File: config.mk
export PLATFORM = sky130hd
export DESIGN_NAME = track_heading_from_points
export DESIGN_NICKNAME = d
export VERILOG_FILES = /design/src/hdl/thfp_pkg.sv /design/src/hdl/thfp_front.sv /design/src/hdl/thfp_queue.sv /design/src/hdl/thfp_back.sv /design/src/hdl/track_heading_from_points.sv
export SDC_FILE = /design/constraint.sdc
export NUM_CORES = 2
export LEC_CHECK = 0
export ABC_CLOCK_PERIOD_IN_PS = 10200
export BUFFER_PORTS_ARGS = -buffer_cell sky130_fd_sc_hd__buf_2
export CAP_MARGIN = 20
export CORE_ASPECT_RATIO = 1.5
export CORE_UTILIZATION = 45
export CTS_CLUSTER_DIAMETER = 200
export CTS_CLUSTER_SIZE = 28
export DETAILED_ROUTE_END_ITERATION = 10
export GPL_TIMING_DRIVEN = 0
export HOLD_SLACK_MARGIN = 0.08
export PLACE_DENSITY_LB_ADDON = 0.08
export SLEW_MARGIN = 20
export SYNTH_ARGS = -nofsm -noshare
export SYNTH_HDL_FRONTEND = slang
export SYNTH_SLANG_ARGS = --single-unit
export TNS_END_PERCENT = 5
File: constraint.sdc
create_clock -name clk -period 10.2 [get_ports clk]
set_input_delay 2.04 -clock clk [delete_from_list [all_inputs] [get_ports clk]]
set_output_delay 2.04 -clock clk [all_outputs]
set_load 0.05 [all_outputs]
File: src/hdl/thfp_pkg.sv
// ----------------------------------------------------------------------------
// Track heading package
// Shared widths, the queued job record, the back-end state encoding and the
// arctangent table of the vectoring CORDIC.
// ----------------------------------------------------------------------------
package thfp_pkg;

	localparam int COORD_BITS_DEF   = 32;
	localparam int CORDIC_STEPS_DEF = 16;

	localparam int EAST_W      = 32;
	localparam int NORTH_W     = 31;
	localparam int HEAD_W      = 16;
	localparam int ACC_W       = 32;
	localparam int DE_W        = EAST_W + 1;
	localparam int DN_W        = NORTH_W + 1;
	localparam int ATAN_IDX_W  = 5;
	localparam int QUEUE_DEPTH = 2;
	localparam int IN_TDATA_W  = 64;
	localparam int OUT_TDATA_W = 80;

	localparam logic [ACC_W-1:0] HALF_TURN  = 32'h8000_0000;
	localparam logic [ACC_W-1:0] ROUND_HALF = 32'h0000_8000;

	// One unit of work for the back end. A job without seg is a lone point.
	typedef struct packed {
		logic                       seg;
		logic                       last;
		logic signed [EAST_W-1:0]   prev_east;
		logic signed [NORTH_W-1:0]  prev_north;
		logic signed [EAST_W-1:0]   cur_east;
		logic signed [NORTH_W-1:0]  cur_north;
		logic signed [DE_W-1:0]     delta_east;
		logic signed [DN_W-1:0]     delta_north;
	} job_t;

	typedef enum logic [2:0] {
		BK_IDLE,
		BK_SETUP,
		BK_ITER,
		BK_EMIT_SEG,
		BK_EMIT_END
	} back_state_t;

	// atan(2^-i) in units of 2^-32 turn.
	function automatic logic [ACC_W-1:0] atan_turn(input logic [ATAN_IDX_W-1:0] idx);
		logic [ACC_W-1:0] r;
		case (idx)
			5'd0:    r = 32'd536870912;
			5'd1:    r = 32'd316933406;
			5'd2:    r = 32'd167458907;
			5'd3:    r = 32'd85004756;
			5'd4:    r = 32'd42667331;
			5'd5:    r = 32'd21354465;
			5'd6:    r = 32'd10679838;
			5'd7:    r = 32'd5340245;
			5'd8:    r = 32'd2670163;
			5'd9:    r = 32'd1335087;
			5'd10:   r = 32'd667544;
			5'd11:   r = 32'd333772;
			5'd12:   r = 32'd166886;
			5'd13:   r = 32'd83443;
			5'd14:   r = 32'd41722;
			5'd15:   r = 32'd20861;
			5'd16:   r = 32'd10430;
			5'd17:   r = 32'd5215;
			5'd18:   r = 32'd2608;
			5'd19:   r = 32'd1304;
			5'd20:   r = 32'd652;
			5'd21:   r = 32'd326;
			5'd22:   r = 32'd163;
			5'd23:   r = 32'd81;
			default: r = '0;
		endcase
		return r;
	endfunction

endpackage

File: src/hdl/thfp_front.sv
// ----------------------------------------------------------------------------
// Track heading front end
// Accepts points, holds the previous one and turns points into jobs.
// ----------------------------------------------------------------------------
module thfp_front (
	input  logic                                  clk,
	input  logic                                  arst_n,
	input  logic                                  in_valid,
	output logic                                  in_ready,
	input  logic signed [thfp_pkg::EAST_W-1:0]    in_east,
	input  logic signed [thfp_pkg::NORTH_W-1:0]   in_north,
	input  logic                                  in_last,
	input  logic                                  q_full,
	output logic                                  push,
	output thfp_pkg::job_t                        job
);

	logic                                 accept;
	logic                                 have_prev_q;
	logic signed [thfp_pkg::EAST_W-1:0]   prev_east_q;
	logic signed [thfp_pkg::NORTH_W-1:0]  prev_north_q;

	assign in_ready = !q_full;
	assign accept   = in_valid && !q_full;
	// A first point that is not last is only stored; all else makes a job.
	assign push     = accept && (have_prev_q || in_last);

	always_comb begin
		job             = '0;
		job.seg         = have_prev_q;
		job.last        = in_last;
		job.prev_east   = prev_east_q;
		job.prev_north  = prev_north_q;
		job.cur_east    = in_east;
		job.cur_north   = in_north;
		job.delta_east  = thfp_pkg::DE_W'(in_east) - thfp_pkg::DE_W'(prev_east_q);
		job.delta_north = thfp_pkg::DN_W'(in_north) - thfp_pkg::DN_W'(prev_north_q);
	end

	always_ff @(posedge clk or negedge arst_n) begin
		if (!arst_n) begin
			have_prev_q  <= 1'b0;
			prev_east_q  <= '0;
			prev_north_q <= '0;
		end else if (accept) begin
			prev_east_q  <= in_east;
			prev_north_q <= in_north;
			have_prev_q  <= !in_last;
		end
	end

endmodule

File: src/hdl/thfp_queue.sv
// ----------------------------------------------------------------------------
// Track heading job queue
// Short first-in first-out buffer of jobs between front and back end.
// ----------------------------------------------------------------------------
module thfp_queue (
	input  logic            clk,
	input  logic            arst_n,
	input  logic            push,
	input  thfp_pkg::job_t  push_job,
	input  logic            pop,
	output thfp_pkg::job_t  head,
	output logic            empty,
	output logic            full
);

	localparam int PW = (thfp_pkg::QUEUE_DEPTH > 1) ? $clog2(thfp_pkg::QUEUE_DEPTH) : 1;
	localparam int CW = $clog2(thfp_pkg::QUEUE_DEPTH + 1);

	thfp_pkg::job_t  mem_q [thfp_pkg::QUEUE_DEPTH];
	logic [PW-1:0]   wr_ptr_q;
	logic [PW-1:0]   rd_ptr_q;
	logic [CW-1:0]   count_q;
	logic            do_push;
	logic            do_pop;

	assign empty   = (count_q == '0);
	assign full    = (count_q == CW'(thfp_pkg::QUEUE_DEPTH));
	assign do_push = push && !full;
	assign do_pop  = pop && !empty;
	assign head    = mem_q[rd_ptr_q];

	always_ff @(posedge clk) begin
		if (do_push) begin
			mem_q[wr_ptr_q] <= push_job;
		end
	end

	// The depth is a power of two, so the pointers wrap on their own.
	always_ff @(posedge clk or negedge arst_n) begin
		if (!arst_n) begin
			wr_ptr_q <= '0;
			rd_ptr_q <= '0;
			count_q  <= '0;
		end else begin
			if (do_push) begin
				wr_ptr_q <= wr_ptr_q + 1'b1;
			end
			if (do_pop) begin
				rd_ptr_q <= rd_ptr_q + 1'b1;
			end
			if (do_push && !do_pop) begin
				count_q <= count_q + 1'b1;
			end else if (do_pop && !do_push) begin
				count_q <= count_q - 1'b1;
			end
		end
	end

endmodule

File: src/hdl/thfp_back.sv
// ----------------------------------------------------------------------------
// Track heading back end
// Iterative vectoring CORDIC, one step per cycle, and the result register.
// ----------------------------------------------------------------------------
module thfp_back #(
	parameter int COORD_BITS   = thfp_pkg::COORD_BITS_DEF,
	parameter int CORDIC_STEPS = thfp_pkg::CORDIC_STEPS_DEF
) (
	input  logic                                clk,
	input  logic                                arst_n,
	input  logic                                q_empty,
	input  thfp_pkg::job_t                      q_head,
	output logic                                pop,
	output logic                                m_tvalid,
	input  logic                                m_tready,
	output logic [thfp_pkg::OUT_TDATA_W-1:0]    m_tdata,
	output logic                                m_tlast
);

	localparam int CW     = COORD_BITS + 2;
	localparam int EW     = (CW > thfp_pkg::DE_W) ? CW : thfp_pkg::DE_W;
	localparam int MAXK   = (COORD_BITS >= thfp_pkg::DE_W) ? 0 : thfp_pkg::DE_W - COORD_BITS;
	localparam int KW     = (MAXK > 0) ? $clog2(MAXK + 1) : 1;
	localparam int STEP_W = $clog2(CORDIC_STEPS);
	localparam logic [STEP_W-1:0] LAST_STEP = STEP_W'(CORDIC_STEPS - 1);

	thfp_pkg::back_state_t           state_q;
	thfp_pkg::back_state_t           state_d;
	thfp_pkg::job_t                  job_q;
	logic signed [CW-1:0]            x_q;
	logic signed [CW-1:0]            y_q;
	logic [thfp_pkg::ACC_W-1:0]      acc_q;
	logic [STEP_W-1:0]               step_q;

	logic                            out_free;
	logic                            load_out;
	logic                            out_end;
	logic                            head_zero;

	logic signed [EW-1:0]            de_w;
	logic signed [EW-1:0]            dn_w;
	logic signed [EW-1:0]            de_s;
	logic signed [EW-1:0]            dn_s;
	logic [KW-1:0]                   ksel;
	logic signed [CW-1:0]            x_pre;
	logic signed [CW-1:0]            y_pre;
	logic                            neg;

	logic signed [CW-1:0]            x_sh;
	logic signed [CW-1:0]            y_sh;
	logic                            rot_cw;
	logic [thfp_pkg::ACC_W-1:0]      atan_v;
	logic [thfp_pkg::ACC_W-1:0]      acc_rnd;

	logic                            m_tvalid_q;
	logic [thfp_pkg::OUT_TDATA_W-1:0] m_tdata_q;
	logic                            m_tlast_q;

	assign out_free  = !m_tvalid_q || m_tready;
	assign head_zero = (q_head.delta_east == '0) && (q_head.delta_north == '0);

	// Normalization: smallest right shift that brings both deltas into
	// COORD_BITS signed bits, then fold the left half plane onto the right.
	always_comb begin
		logic signed [EW-1:0] te;
		logic signed [EW-1:0] tn;
		de_w = EW'(job_q.delta_east);
		dn_w = EW'(job_q.delta_north);
		ksel = KW'(MAXK);
		for (int k = MAXK; k >= 0; k--) begin
			te = de_w >>> (COORD_BITS - 1 + k);
			tn = dn_w >>> (COORD_BITS - 1 + k);
			if ((te == '0 || te == '1) && (tn == '0 || tn == '1)) begin
				ksel = KW'(k);
			end
		end
		de_s  = de_w >>> ksel;
		dn_s  = dn_w >>> ksel;
		x_pre = signed'(dn_s[CW-1:0]);
		y_pre = signed'(de_s[CW-1:0]);
		neg   = x_pre[CW-1];
	end

	assign x_sh    = x_q >>> step_q;
	assign y_sh    = y_q >>> step_q;
	assign rot_cw  = !y_q[CW-1] && (y_q != '0);
	assign atan_v  = thfp_pkg::atan_turn(thfp_pkg::ATAN_IDX_W'(step_q));
	assign acc_rnd = acc_q + thfp_pkg::ROUND_HALF;

	// Next state.
	always_comb begin
		state_d = state_q;
		case (state_q)
			thfp_pkg::BK_IDLE: begin
				if (!q_empty) begin
					if (!q_head.seg) begin
						state_d = thfp_pkg::BK_EMIT_END;
					end else if (head_zero) begin
						state_d = thfp_pkg::BK_EMIT_SEG;
					end else begin
						state_d = thfp_pkg::BK_SETUP;
					end
				end
			end
			thfp_pkg::BK_SETUP: begin
				state_d = thfp_pkg::BK_ITER;
			end
			thfp_pkg::BK_ITER: begin
				if (step_q == LAST_STEP) begin
					state_d = thfp_pkg::BK_EMIT_SEG;
				end
			end
			thfp_pkg::BK_EMIT_SEG: begin
				if (out_free) begin
					state_d = job_q.last ? thfp_pkg::BK_EMIT_END : thfp_pkg::BK_IDLE;
				end
			end
			thfp_pkg::BK_EMIT_END: begin
				if (out_free) begin
					state_d = thfp_pkg::BK_IDLE;
				end
			end
			default: begin
				state_d = thfp_pkg::BK_IDLE;
			end
		endcase
	end

	// Control outputs.
	always_comb begin
		pop      = 1'b0;
		load_out = 1'b0;
		out_end  = 1'b0;
		case (state_q)
			thfp_pkg::BK_IDLE: begin
				pop = !q_empty;
			end
			thfp_pkg::BK_EMIT_SEG: begin
				load_out = out_free;
			end
			thfp_pkg::BK_EMIT_END: begin
				load_out = out_free;
				out_end  = 1'b1;
			end
			default: begin
				pop = 1'b0;
			end
		endcase
	end

	always_ff @(posedge clk or negedge arst_n) begin
		if (!arst_n) begin
			state_q <= thfp_pkg::BK_IDLE;
			step_q  <= '0;
		end else begin
			state_q <= state_d;
			if (state_q == thfp_pkg::BK_SETUP) begin
				step_q <= '0;
			end else if (state_q == thfp_pkg::BK_ITER) begin
				step_q <= step_q + 1'b1;
			end
		end
	end

	always_ff @(posedge clk) begin
		case (state_q)
			thfp_pkg::BK_IDLE: begin
				if (pop) begin
					job_q <= q_head;
					// Zero heading for lone points and zero-length segments.
					acc_q <= '0;
				end
			end
			thfp_pkg::BK_SETUP: begin
				x_q   <= neg ? -x_pre : x_pre;
				y_q   <= neg ? -y_pre : y_pre;
				acc_q <= neg ? thfp_pkg::HALF_TURN : '0;
			end
			thfp_pkg::BK_ITER: begin
				if (rot_cw) begin
					x_q   <= x_q + y_sh;
					y_q   <= y_q - x_sh;
					acc_q <= acc_q + atan_v;
				end else begin
					x_q   <= x_q - y_sh;
					y_q   <= y_q + x_sh;
					acc_q <= acc_q - atan_v;
				end
			end
			default: begin
				acc_q <= acc_q;
			end
		endcase
	end

	// Result register.
	always_ff @(posedge clk or negedge arst_n) begin
		if (!arst_n) begin
			m_tvalid_q <= 1'b0;
		end else if (load_out) begin
			m_tvalid_q <= 1'b1;
		end else if (m_tready) begin
			m_tvalid_q <= 1'b0;
		end
	end

	always_ff @(posedge clk) begin
		if (load_out) begin
			m_tlast_q <= out_end;
			if (out_end) begin
				m_tdata_q <= {1'b0, acc_rnd[thfp_pkg::ACC_W-1 -: thfp_pkg::HEAD_W],
					job_q.cur_north, job_q.cur_east};
			end else begin
				m_tdata_q <= {1'b0, acc_rnd[thfp_pkg::ACC_W-1 -: thfp_pkg::HEAD_W],
					job_q.prev_north, job_q.prev_east};
			end
		end
	end

	assign m_tvalid = m_tvalid_q;
	assign m_tdata  = m_tdata_q;
	assign m_tlast  = m_tlast_q;

	a_iter_ends: assert property (@(posedge clk) disable iff (!arst_n)
		(state_q == thfp_pkg::BK_ITER && step_q == LAST_STEP) |=>
			(state_q == thfp_pkg::BK_EMIT_SEG))
		else $error("CORDIC did not hand over after its last step");

	a_step_range: assert property (@(posedge clk) disable iff (!arst_n)
		(state_q == thfp_pkg::BK_ITER) |-> (step_q <= LAST_STEP))
		else $error("CORDIC step counter out of range");

	a_x_folded: assert property (@(posedge clk) disable iff (!arst_n)
		(state_q == thfp_pkg::BK_SETUP) |=> !x_q[CW-1])
		else $error("CORDIC start vector not in the right half plane");

	a_end_flag: assert property (@(posedge clk) disable iff (!arst_n)
		(load_out && state_q == thfp_pkg::BK_EMIT_END) |=> (m_tvalid_q && m_tlast_q))
		else $error("final track result lost its end flag");

endmodule

File: src/hdl/track_heading_from_points.sv
// ----------------------------------------------------------------------------
// Track heading from points
// Streams points and attaches to each the heading of an adjacent segment.
// ----------------------------------------------------------------------------
// Each point on the input stream carries an east and a north coordinate
// (degrees times 2^23). The block holds the previous point; when a new one
// arrives it emits the previous point with the heading toward the new one,
// clockwise from north in 1/65536 turn. A point marked with tlast is emitted
// as well, with the heading of the segment before it and tlast set; a lone
// last point gets heading 0, as does a segment of zero length. The first point
// of a track produces nothing on its own. Timing: the front end takes a
// transaction in any cycle in which the two-entry job queue has room. The back
// end takes a job, normalizes it, runs the CORDIC_STEPS steps of the shared
// shift-add CORDIC unit and loads each result into the output register when
// that register is free; a zero-length segment or lone point skips the
// CORDIC. It takes no new job until the last one's results are loaded, so
// that single CORDIC unit sets the sustained rate.
module track_heading_from_points #(
	parameter int COORD_BITS   = thfp_pkg::COORD_BITS_DEF,
	parameter int CORDIC_STEPS = thfp_pkg::CORDIC_STEPS_DEF
) (
	input  logic                                clk,
	input  logic                                arst_n,
	input  logic                                s_axis_tvalid,
	output logic                                s_axis_tready,
	// east_coord [31:0], north_coord [62:32], zero [63]
	input  logic [thfp_pkg::IN_TDATA_W-1:0]     s_axis_tdata,
	// is_last_point
	input  logic                                s_axis_tlast,
	output logic                                m_axis_tvalid,
	input  logic                                m_axis_tready,
	// point_east [31:0], point_north [62:32], heading [78:63], zero [79]
	output logic [thfp_pkg::OUT_TDATA_W-1:0]    m_axis_tdata,
	// track_end
	output logic                                m_axis_tlast
);

	logic                                  push;
	logic                                  pop;
	logic                                  q_full;
	logic                                  q_empty;
	thfp_pkg::job_t                        push_job;
	thfp_pkg::job_t                        q_head;
	logic signed [thfp_pkg::EAST_W-1:0]    in_east;
	logic signed [thfp_pkg::NORTH_W-1:0]   in_north;

	assign in_east  = signed'(s_axis_tdata[thfp_pkg::EAST_W-1:0]);
	assign in_north = signed'(s_axis_tdata[thfp_pkg::EAST_W +: thfp_pkg::NORTH_W]);

	// Front end: holds the previous point and classifies each transaction.
	thfp_front u_front (
		.clk      (clk),
		.arst_n   (arst_n),
		.in_valid (s_axis_tvalid),
		.in_ready (s_axis_tready),
		.in_east  (in_east),
		.in_north (in_north),
		.in_last  (s_axis_tlast),
		.q_full   (q_full),
		.push     (push),
		.job      (push_job)
	);

	// Decouples the front end from the CORDIC so either side can stall.
	thfp_queue u_queue (
		.clk      (clk),
		.arst_n   (arst_n),
		.push     (push),
		.push_job (push_job),
		.pop      (pop),
		.head     (q_head),
		.empty    (q_empty),
		.full     (q_full)
	);

	// Back end: CORDIC heading and the output register.
	thfp_back #(
		.COORD_BITS   (COORD_BITS),
		.CORDIC_STEPS (CORDIC_STEPS)
	) u_back (
		.clk      (clk),
		.arst_n   (arst_n),
		.q_empty  (q_empty),
		.q_head   (q_head),
		.pop      (pop),
		.m_tvalid (m_axis_tvalid),
		.m_tready (m_axis_tready),
		.m_tdata  (m_axis_tdata),
		.m_tlast  (m_axis_tlast)
	);

endmodule
# Yosys cells after proc, flatten, opt, wreduce, memory -nomap -nowiden
# Memories as Yosys holds them, arrays and structs flattened.
# Cells that the tools add are included.
totals:
  reg_bits: 448
  ramBits: 386
  romBits: 480
  inputBits: 69
  out_inout_bits: 83
  elab_cells: 122
  memories: 2
classes:
  n_addsub: 16
  eq_ne: 13
  shift: 4
  n_mux: 31
  n_reduce_logical: 35
mem_list:
  columns: ["name", "depth", "word_bits", "rd", "rd_ports_with_merged_regs", "wr", "line_no", "text"]
  rows:
  - ["(name not given)", 16, 30, 1, 0, 0, "thfp_pkg.sv:48", "case (idx)"]
  - ["u_queue.mem_q", 2, 193, 1, 0, 1, "thfp_queue.sv:19", "thfp_pkg::job_t mem_q [thfp_pkg::QUEUE_DEPTH];"]
ops:
  columns: ["cell", "count"]
  rows:
  - ["34-bit two-way mux", 4]
  - ["34-bit one-hot mux with 2 select lines", 2]
  - ["32-bit two-way mux", 3]
  - ["32-bit one-hot mux with 3 select lines", 1]
  - ["34-bit adder", 2]
  - ["34-bit == test (second input constant)", 2]
  - ["34-bit zero test", 2]
  - ["34-bit negator", 2]
  - ["34-bit by 4-bit >>> shifter with 34-bit output", 2]
  - ["34-bit subtractor", 2]
  - ["63-bit two-way mux", 1]
  - ["34-bit nonzero test", 1]
  - ["32-bit by 1-bit >>> shifter with 34-bit output", 1]
  - ["33-bit by 1-bit >>> shifter with 34-bit output", 1]
  - ["33-bit zero test", 1]
  - ["32-bit by 32-bit subtractor with 33-bit output", 1]
  - ["32-bit by 16-bit adder with 32-bit output (second input constant)", 1]
  - ["32-bit adder", 1]
  - ["32-bit zero test", 1]
  - ["31-bit by 31-bit subtractor with 32-bit output", 1]
  - ["32-bit subtractor", 1]
  - ["3-bit two-way mux", 6]
  - ["3-bit one-hot mux with 5 select lines", 1]
  - ["1-bit logical AND", 9]
  - ["other kinds (23)", 50]

# Logic depth before layout (Yosys ltp)
depth:
  ltp_word: 9
  mapped_depth: 28
  ltp_nobuf: 23

# Hierarchy
# Synthesis repeated with hierarchy kept, for this count alone.
unflattened:
  cells_unflattened: 4126
  area_unflattened_um2: 48756.8
by_module_without_submodules:
  columns: ["module", "n_inst", "cells_each", "area_per_inst_um2", "seq_area_each_um2"]
  rows:
  - ["thfp_back", 1, 2726, 27781.6, 11370.9]
  - ["thfp_queue", 1, 620, 14794.2, 11691.2]
  - ["thfp_front", 1, 780, 6180.9, 1601.5]

# Worst setup path before layout
# OpenSTA, ideal clock, no wires.
synth_timing:
  kind: "in2reg"
  start: "input s_axis_tvalid"
  end: "memory u_queue.mem_q[0][0] (netlist name), enable pin"
  setup_ns: 0.750
  arrival_time_ns: 10.229
  path_slack_ns: -0.779
  path_stages: 2
  path_cell_list: "o211ai_1 nor2_1"
synth_via:
  elab_chain_cells: 5
synth_rtl:
  columns: ["item", "line_no", "text"]
  rows:
  - ["start, declared", "track_heading_from_points.sv:24", "input logic s_axis_tvalid,"]
  - ["1-bit logical AND", "thfp_front.sv:24", "assign accept = in_valid && !q_full;"]
  - ["1-bit logical AND", "thfp_front.sv:26", "assign push = accept && (have_prev_q || in_last);"]
  - ["1-bit logical AND", "thfp_queue.sv:28", "assign do_push = push && !full;"]
  - ["1-bit two-way mux", "thfp_queue.sv:33", "if (do_push) begin"]
  - ["1-bit two-way mux (not written as such)", "thfp_queue.sv:34", "mem_q[wr_ptr_q] <= push_job;"]
  - ["end, declared", "thfp_queue.sv:19", null]
# No other way between the ends.

# Worst setup path in the final report
layout_timing:
  start: "register u_back.step_q[3]"
  end: "register u_back.y_q[29], data pin"
layout_via:
  elab_chain_cells: 4
  elab_cells_between_ends: 5
layout_rtl:
  columns: ["item", "line_no", "text"]
  rows:
  - ["start, declared", "thfp_back.sv:33", "logic [STEP_W-1:0] step_q;"]
  - ["start signal, assigned", "thfp_back.sv:160", "step_q <= step_q + 1'b1;"]
  - ["34-bit by 4-bit >>> shifter with 34-bit output (*)", "thfp_back.sv:84", "assign x_sh = x_q >>> step_q;"]
  - ["34-bit adder / 34-bit subtractor (equally long branches)", "thfp_back.sv:186, thfp_back.sv:182", null]
  - ["34-bit two-way mux (*)", "thfp_back.sv:180", "if (rot_cw) begin"]
  - ["34-bit one-hot mux with 2 select lines (*)", "thfp_back.sv:166", "case (state_q)"]
  - ["end signal, assigned", "thfp_back.sv:176", "y_q <= neg ? -y_pre : y_pre;"]
  - ["end signal, assigned", "thfp_back.sv:182", "y_q <= y_q - x_sh;"]
  - ["end signal, assigned", "thfp_back.sv:186", "y_q <= y_q + x_sh;"]
  - ["end, declared", "thfp_back.sv:31", "logic signed [CW-1:0] y_q;"]
# Mark *: on every way between the ends. The rest lies on a longest branch, timed or not.
# A chain may end at the register's enable or synchronous reset.

==> tab_implementation.tex <==
\begin{tabular}{lr}
\hline
Metric & Value \\
\hline
\multicolumn{2}{l}{\textbf{Routing}} \\
Via density per instance & approximately 6 \\
Total detailed-routing wirelength & approximately 160 mm \\
Number of optimization iterations in the first detailed-route pass & 5 \\
\# DRC & 0 \\
Total via count in the routed design & approximately 34,000 \\
Iteration-0 DRC Markers & roughly 2,700 \\
Final ANT Viol Nets & 0 \\
Average routed wire per standard cell & around 28 microns \\
\multicolumn{2}{l}{\textbf{Min path}} \\
Worst min path class & flop to flop \\
\multicolumn{2}{l}{\textbf{Clock tree}} \\
Number of H-tree branching levels & 2 \\
Count of cells resized by post-cts repair & 0 \\
Clock root buffer & sky130\_fd\_sc\_hd\_\_clkbuf\_16 \\
\# clock sinks & roughly 830 \\
Cts-stage hold buffer count & 0 \\
Max Buffers Root-to-Sink & 3 \\
CTS tree & yes \\
Setup Fix Bufs, Post-CTS & 0 \\
Number of buffers created by CTS & 36 \\
Clk\_lat worst skew & about 0.63 ns \\
Clock transition at the registers of the reported paths & roughly 0.13 ns \\
\multicolumn{2}{l}{\textbf{STA}} \\
Final period demand of the worst path & 9.51 ns \\
Max-slew headroom & 0.0472 \\
Total Negative Setup Slacks & 0 ns \\
Setup violation total in the final timing report & 0 \\
Fin crit share & 0.932 \\
Min setup slack post-route & between 0.6 and 0.7 ns \\
Final worst clock skew & between 0.03 and 0.04 ns \\
Setup repair after global routing missed its margin & false \\
Actual transition at the worst max-transition pin & between 1 and 1.5 ns \\
Final-report hold violation count & 0 \\
Upper clock frequency limit & between 100 and 150 MHz \\
Final count of pins violating max slew & 0 \\
\multicolumn{2}{l}{\textbf{Status}} \\
Run status & finished, final reports clean \\
\multicolumn{2}{l}{\textbf{Critical path}} \\
Endpoint arrival time on the critical path & between 9 and 10 ns \\
Critical setup path kind & flop to flop \\
Flop-to-flop setup slack & between 0.6 and 0.7 ns \\
Biggest fanout along the worst timing path & 10 \\
Data required time of the critical path & between 10 and 15 ns \\
Sort of element at the end of the critical path & flop \\
Element type at the critical path start & flop \\
\multicolumn{2}{l}{\textbf{Final layout}} \\
Number of nets at the end of the flow & between 4,000 and 5,000 \\
Final core area utilization & 0.494 \\
Fraction of final layout cells with drive strength greater than 1 & 0.175 \\
Layout overhead on the synthesized area & 8.89\% \\
Final instance area & between 50,000 and 60,000 sq um \\
\multicolumn{2}{l}{\textbf{Logic synthesis}} \\
Commonest cells in the synthesized netlist & 758 x sky130\_fd\_sc\_hd\_\_edfxtp\_1, 352 x sky130\_fd\_sc\_hd\_\_mux2\_2, 278 x sky130\_fd\_sc\_hd\_\_nand2\_1, 244 x sky130\_fd\_sc\_hd\_\_a21oi\_1, 218 x sky130\_fd\_sc\_hd\_\_nor2\_1 \\
Share of Yosys cell area claimed by the top area cell type & 0.475 \\
Number of instances in the synthesized netlist & $\sim$4,000 \\
Post-synth cell types & 112 \\
Most repeated cell in the gate-level netlist after synthesis & sky130\_fd\_sc\_hd\_\_edfxtp\_1 \\
Post-Syn Area & 47,900 sq um \\
Dominant cell type by area after synthesis & sky130\_fd\_sc\_hd\_\_edfxtp\_1 \\
Cell types occupying the most area after synthesis & sky130\_fd\_sc\_hd\_\_edfxtp\_1 47\%, sky130\_fd\_sc\_hd\_\_mux2\_2 8.3\%, sky130\_fd\_sc\_hd\_\_ha\_1 4.8\% \\
Primary flip-flop cell chosen by synthesis mapping & sky130\_fd\_sc\_hd\_\_edfxtp\_1 \\
Async S/R FF share, synth & 0.0911 \\
Syn\_area\_per\_cell & 12.0 sq um \\
Number of synthesized flops with an enable pin & between 700 and 800 \\
FF+latch count, synth & roughly 830 \\
Count of warnings emitted by yosys & 0 \\
Post-Syn Nets & about 4,300 \\
Share of the yosys chip area belonging to registers & 0.515 \\
\multicolumn{2}{l}{\textbf{Placed design}} \\
Detailed placer's ending HPWL & around 120 mm \\
Weighted congestion at the end of routability-driven global placement & 1.07 \\
Port Buf Inserts & between 100 and 150 \\
Post-Place Worst Slack & $\sim$1.1 ns \\
Placed Area & 51,100 sq um \\
\multicolumn{2}{l}{\textbf{Global route}} \\
Initial antenna violation count & 9 \\
Maximum number of pins on one net before global-route repair & 88 \\
Total routing usage reported by global routing & 0.300 \\
Wire length of the first global-routing pass & around 230 mm \\
Via count of the first global-routing pass & 34,699 \\
Total global routing overflow & 0 \\
\multicolumn{2}{l}{\textbf{Flow run}} \\
Max Cap Violations & 0 \\
\multicolumn{2}{l}{\textbf{Floorplan}} \\
Die footprint & 108,000 sq um \\
Starting density of the core & 0.454 \\
Std-Cell Rows & 146 \\
Horiz. Die Dim & 268 microns \\
Floorplan die height & between 400 and 500 microns \\
I/O Pins & about 150 \\
Area of the core & around 110,000 sq um \\
\hline
\end{tabular}
-- cell type report --
cell class,count,area (sq um)
fill,9660,53400
sequential,834,24700
multi-input combinational,2841,21900
tap,1406,1760
timing repair buffer,175,1360
clock buffer,60,991
buffer,192,900
inverter,143,547
clock inverter,4,66.3
antenna,6,15.0
-- worst paths after layout --
path | to | cells past startpoint | startpoint
setup / recovery | u_back.y_q[29]$_DFFE_PP_ | 22 | u_back.step_q[3]$_DFFE_PN0P_
hold reg to reg | u_queue.mem_q[1][188]$_DFFE_PP_ | 0 | u_front.prev_east_q[29]$_DFFE_PN0P_
setup reg to reg | u_back.y_q[29]$_DFFE_PP_ | 22 | u_back.step_q[3]$_DFFE_PN0P_
min in group asynchronous | u_back.step_q[1]$_DFFE_PN0P_ | 1 | arst_n
hold / removal | u_queue.mem_q[1][188]$_DFFE_PP_ | 0 | u_front.prev_east_q[29]$_DFFE_PN0P_
max in group asynchronous | u_back.step_q[3]$_DFFE_PN0P_ | 2 | arst_n
-- worst max-delay path, cell delays in order (launching register included) --
cell and delay (ns):
sky130_fd_sc_hd__dfrtp_1 0.50, sky130_fd_sc_hd__clkinv_1 0.34, sky130_fd_sc_hd__clkbuf_1 0.69, sky130_fd_sc_hd__clkbuf_1 0.59
sky130_fd_sc_hd__buf_1 0.93, sky130_fd_sc_hd__clkbuf_1 0.88, sky130_fd_sc_hd__o21a_1 0.35, sky130_fd_sc_hd__ha_1 0.19
sky130_fd_sc_hd__o221ai_1 0.13, sky130_fd_sc_hd__a211oi_1 0.46, sky130_fd_sc_hd__and3_1 0.49, sky130_fd_sc_hd__and2_1 0.27
sky130_fd_sc_hd__a41oi_1 0.15, sky130_fd_sc_hd__xnor2_1 0.22, sky130_fd_sc_hd__ha_1 0.43, sky130_fd_sc_hd__nand4_1 0.24
sky130_fd_sc_hd__or4_1 0.55, sky130_fd_sc_hd__o21ai_0 0.72, sky130_fd_sc_hd__a221o_1 0.39, sky130_fd_sc_hd__a21boi_0 0.18
sky130_fd_sc_hd__o21ai_0 0.29, sky130_fd_sc_hd__a2111o_1 0.18, sky130_fd_sc_hd__nand3_1 0.07
-- per-stage QoR --
step           hold slack (ns)  instances
2_1_floorplan            0.458       4010
3_3_place_gp             0.471       5565
3_5_place_dp             0.474       5590
4_1_cts                  0.495       5654
5_1_grt                  0.519       5660
6_report                 0.498       5661
-- placed cells by master (no fill, tap or decap), types with 27 or more instances in the layout --
| cell type | count |
|---|---|
| sky130_fd_sc_hd__nand4_1 | 34 |
| sky130_fd_sc_hd__nor2_1 | 215 |
| sky130_fd_sc_hd__mux4_2 | 65 |
| sky130_fd_sc_hd__dfrtp_1 | 76 |
| sky130_fd_sc_hd__ha_1 | 182 |
| sky130_fd_sc_hd__o21a_1 | 27 |
| sky130_fd_sc_hd__buf_2 | 167 |
| sky130_fd_sc_hd__xnor2_1 | 161 |
| sky130_fd_sc_hd__nor4_1 | 32 |
| sky130_fd_sc_hd__mux2i_1 | 100 |
| sky130_fd_sc_hd__clkbuf_1 | 133 |
| sky130_fd_sc_hd__o211ai_1 | 39 |
| sky130_fd_sc_hd__edfxtp_1 | 758 |
| sky130_fd_sc_hd__o22ai_1 | 29 |
| sky130_fd_sc_hd__xor2_1 | 101 |
| sky130_fd_sc_hd__inv_1 | 137 |
| sky130_fd_sc_hd__a31oi_1 | 52 |
| sky130_fd_sc_hd__o21ai_0 | 203 |
| sky130_fd_sc_hd__mux2_2 | 352 |
| sky130_fd_sc_hd__a211oi_1 | 28 |
| sky130_fd_sc_hd__and3_1 | 27 |
| sky130_fd_sc_hd__nand2_1 | 278 |
| sky130_fd_sc_hd__nand2b_1 | 45 |
| sky130_fd_sc_hd__a21o_1 | 96 |
| sky130_fd_sc_hd__buf_1 | 37 |
| sky130_fd_sc_hd__a21oi_1 | 243 |
| sky130_fd_sc_hd__nor3_1 | 53 |
| sky130_fd_sc_hd__nand3_1 | 100 |
| sky130_fd_sc_hd__nor2b_1 | 33 |
| sky130_fd_sc_hd__clkbuf_16 | 36 |
-- cells by family after synthesis --
kind of cell	after synthesis	share of synthesized area
DFF	834	0.515
and+or+nand+nor	941	0.0966
xor gates and xnor gates	262	0.0479
adders and majority gates	187	0.0496
AOI/OAI and AO/OA	924	0.125
muxes	526	0.137
other	1	0.0000782
buffers and inverters	335	0.0298
-- per-layer routing --
layer | up-vias | wire length (microns) | track usage
li1 | 15634 | - | -
met1 | 16843 | 57200 | 0.322
met2 | 1123 | 82200 | 0.531
met3 | 485 | 7540 | 0.0408
met4 | 10 | 14000 | 0.222
met5 | - | 75 | 0
-- registers in the layout, summed over array words and instances (netlist names), 2 cells and up --
register,cells
u_back.dn_w,32
u_queue.count_q,2
u_back.acc_q,32
u_back.x_q,34
u_front.prev_east_q,32
u_back.m_tdata,79
u_back.step_q,4
u_queue.mem_q,386
u_back.job_q,127
u_front.prev_north_q,31
u_back.y_q,34
u_back.state_q,3
u_back.de_w,33
Power is not shown: default switching activity piles up to over one toggle a cycle in this logic, so the estimate is an artifact.
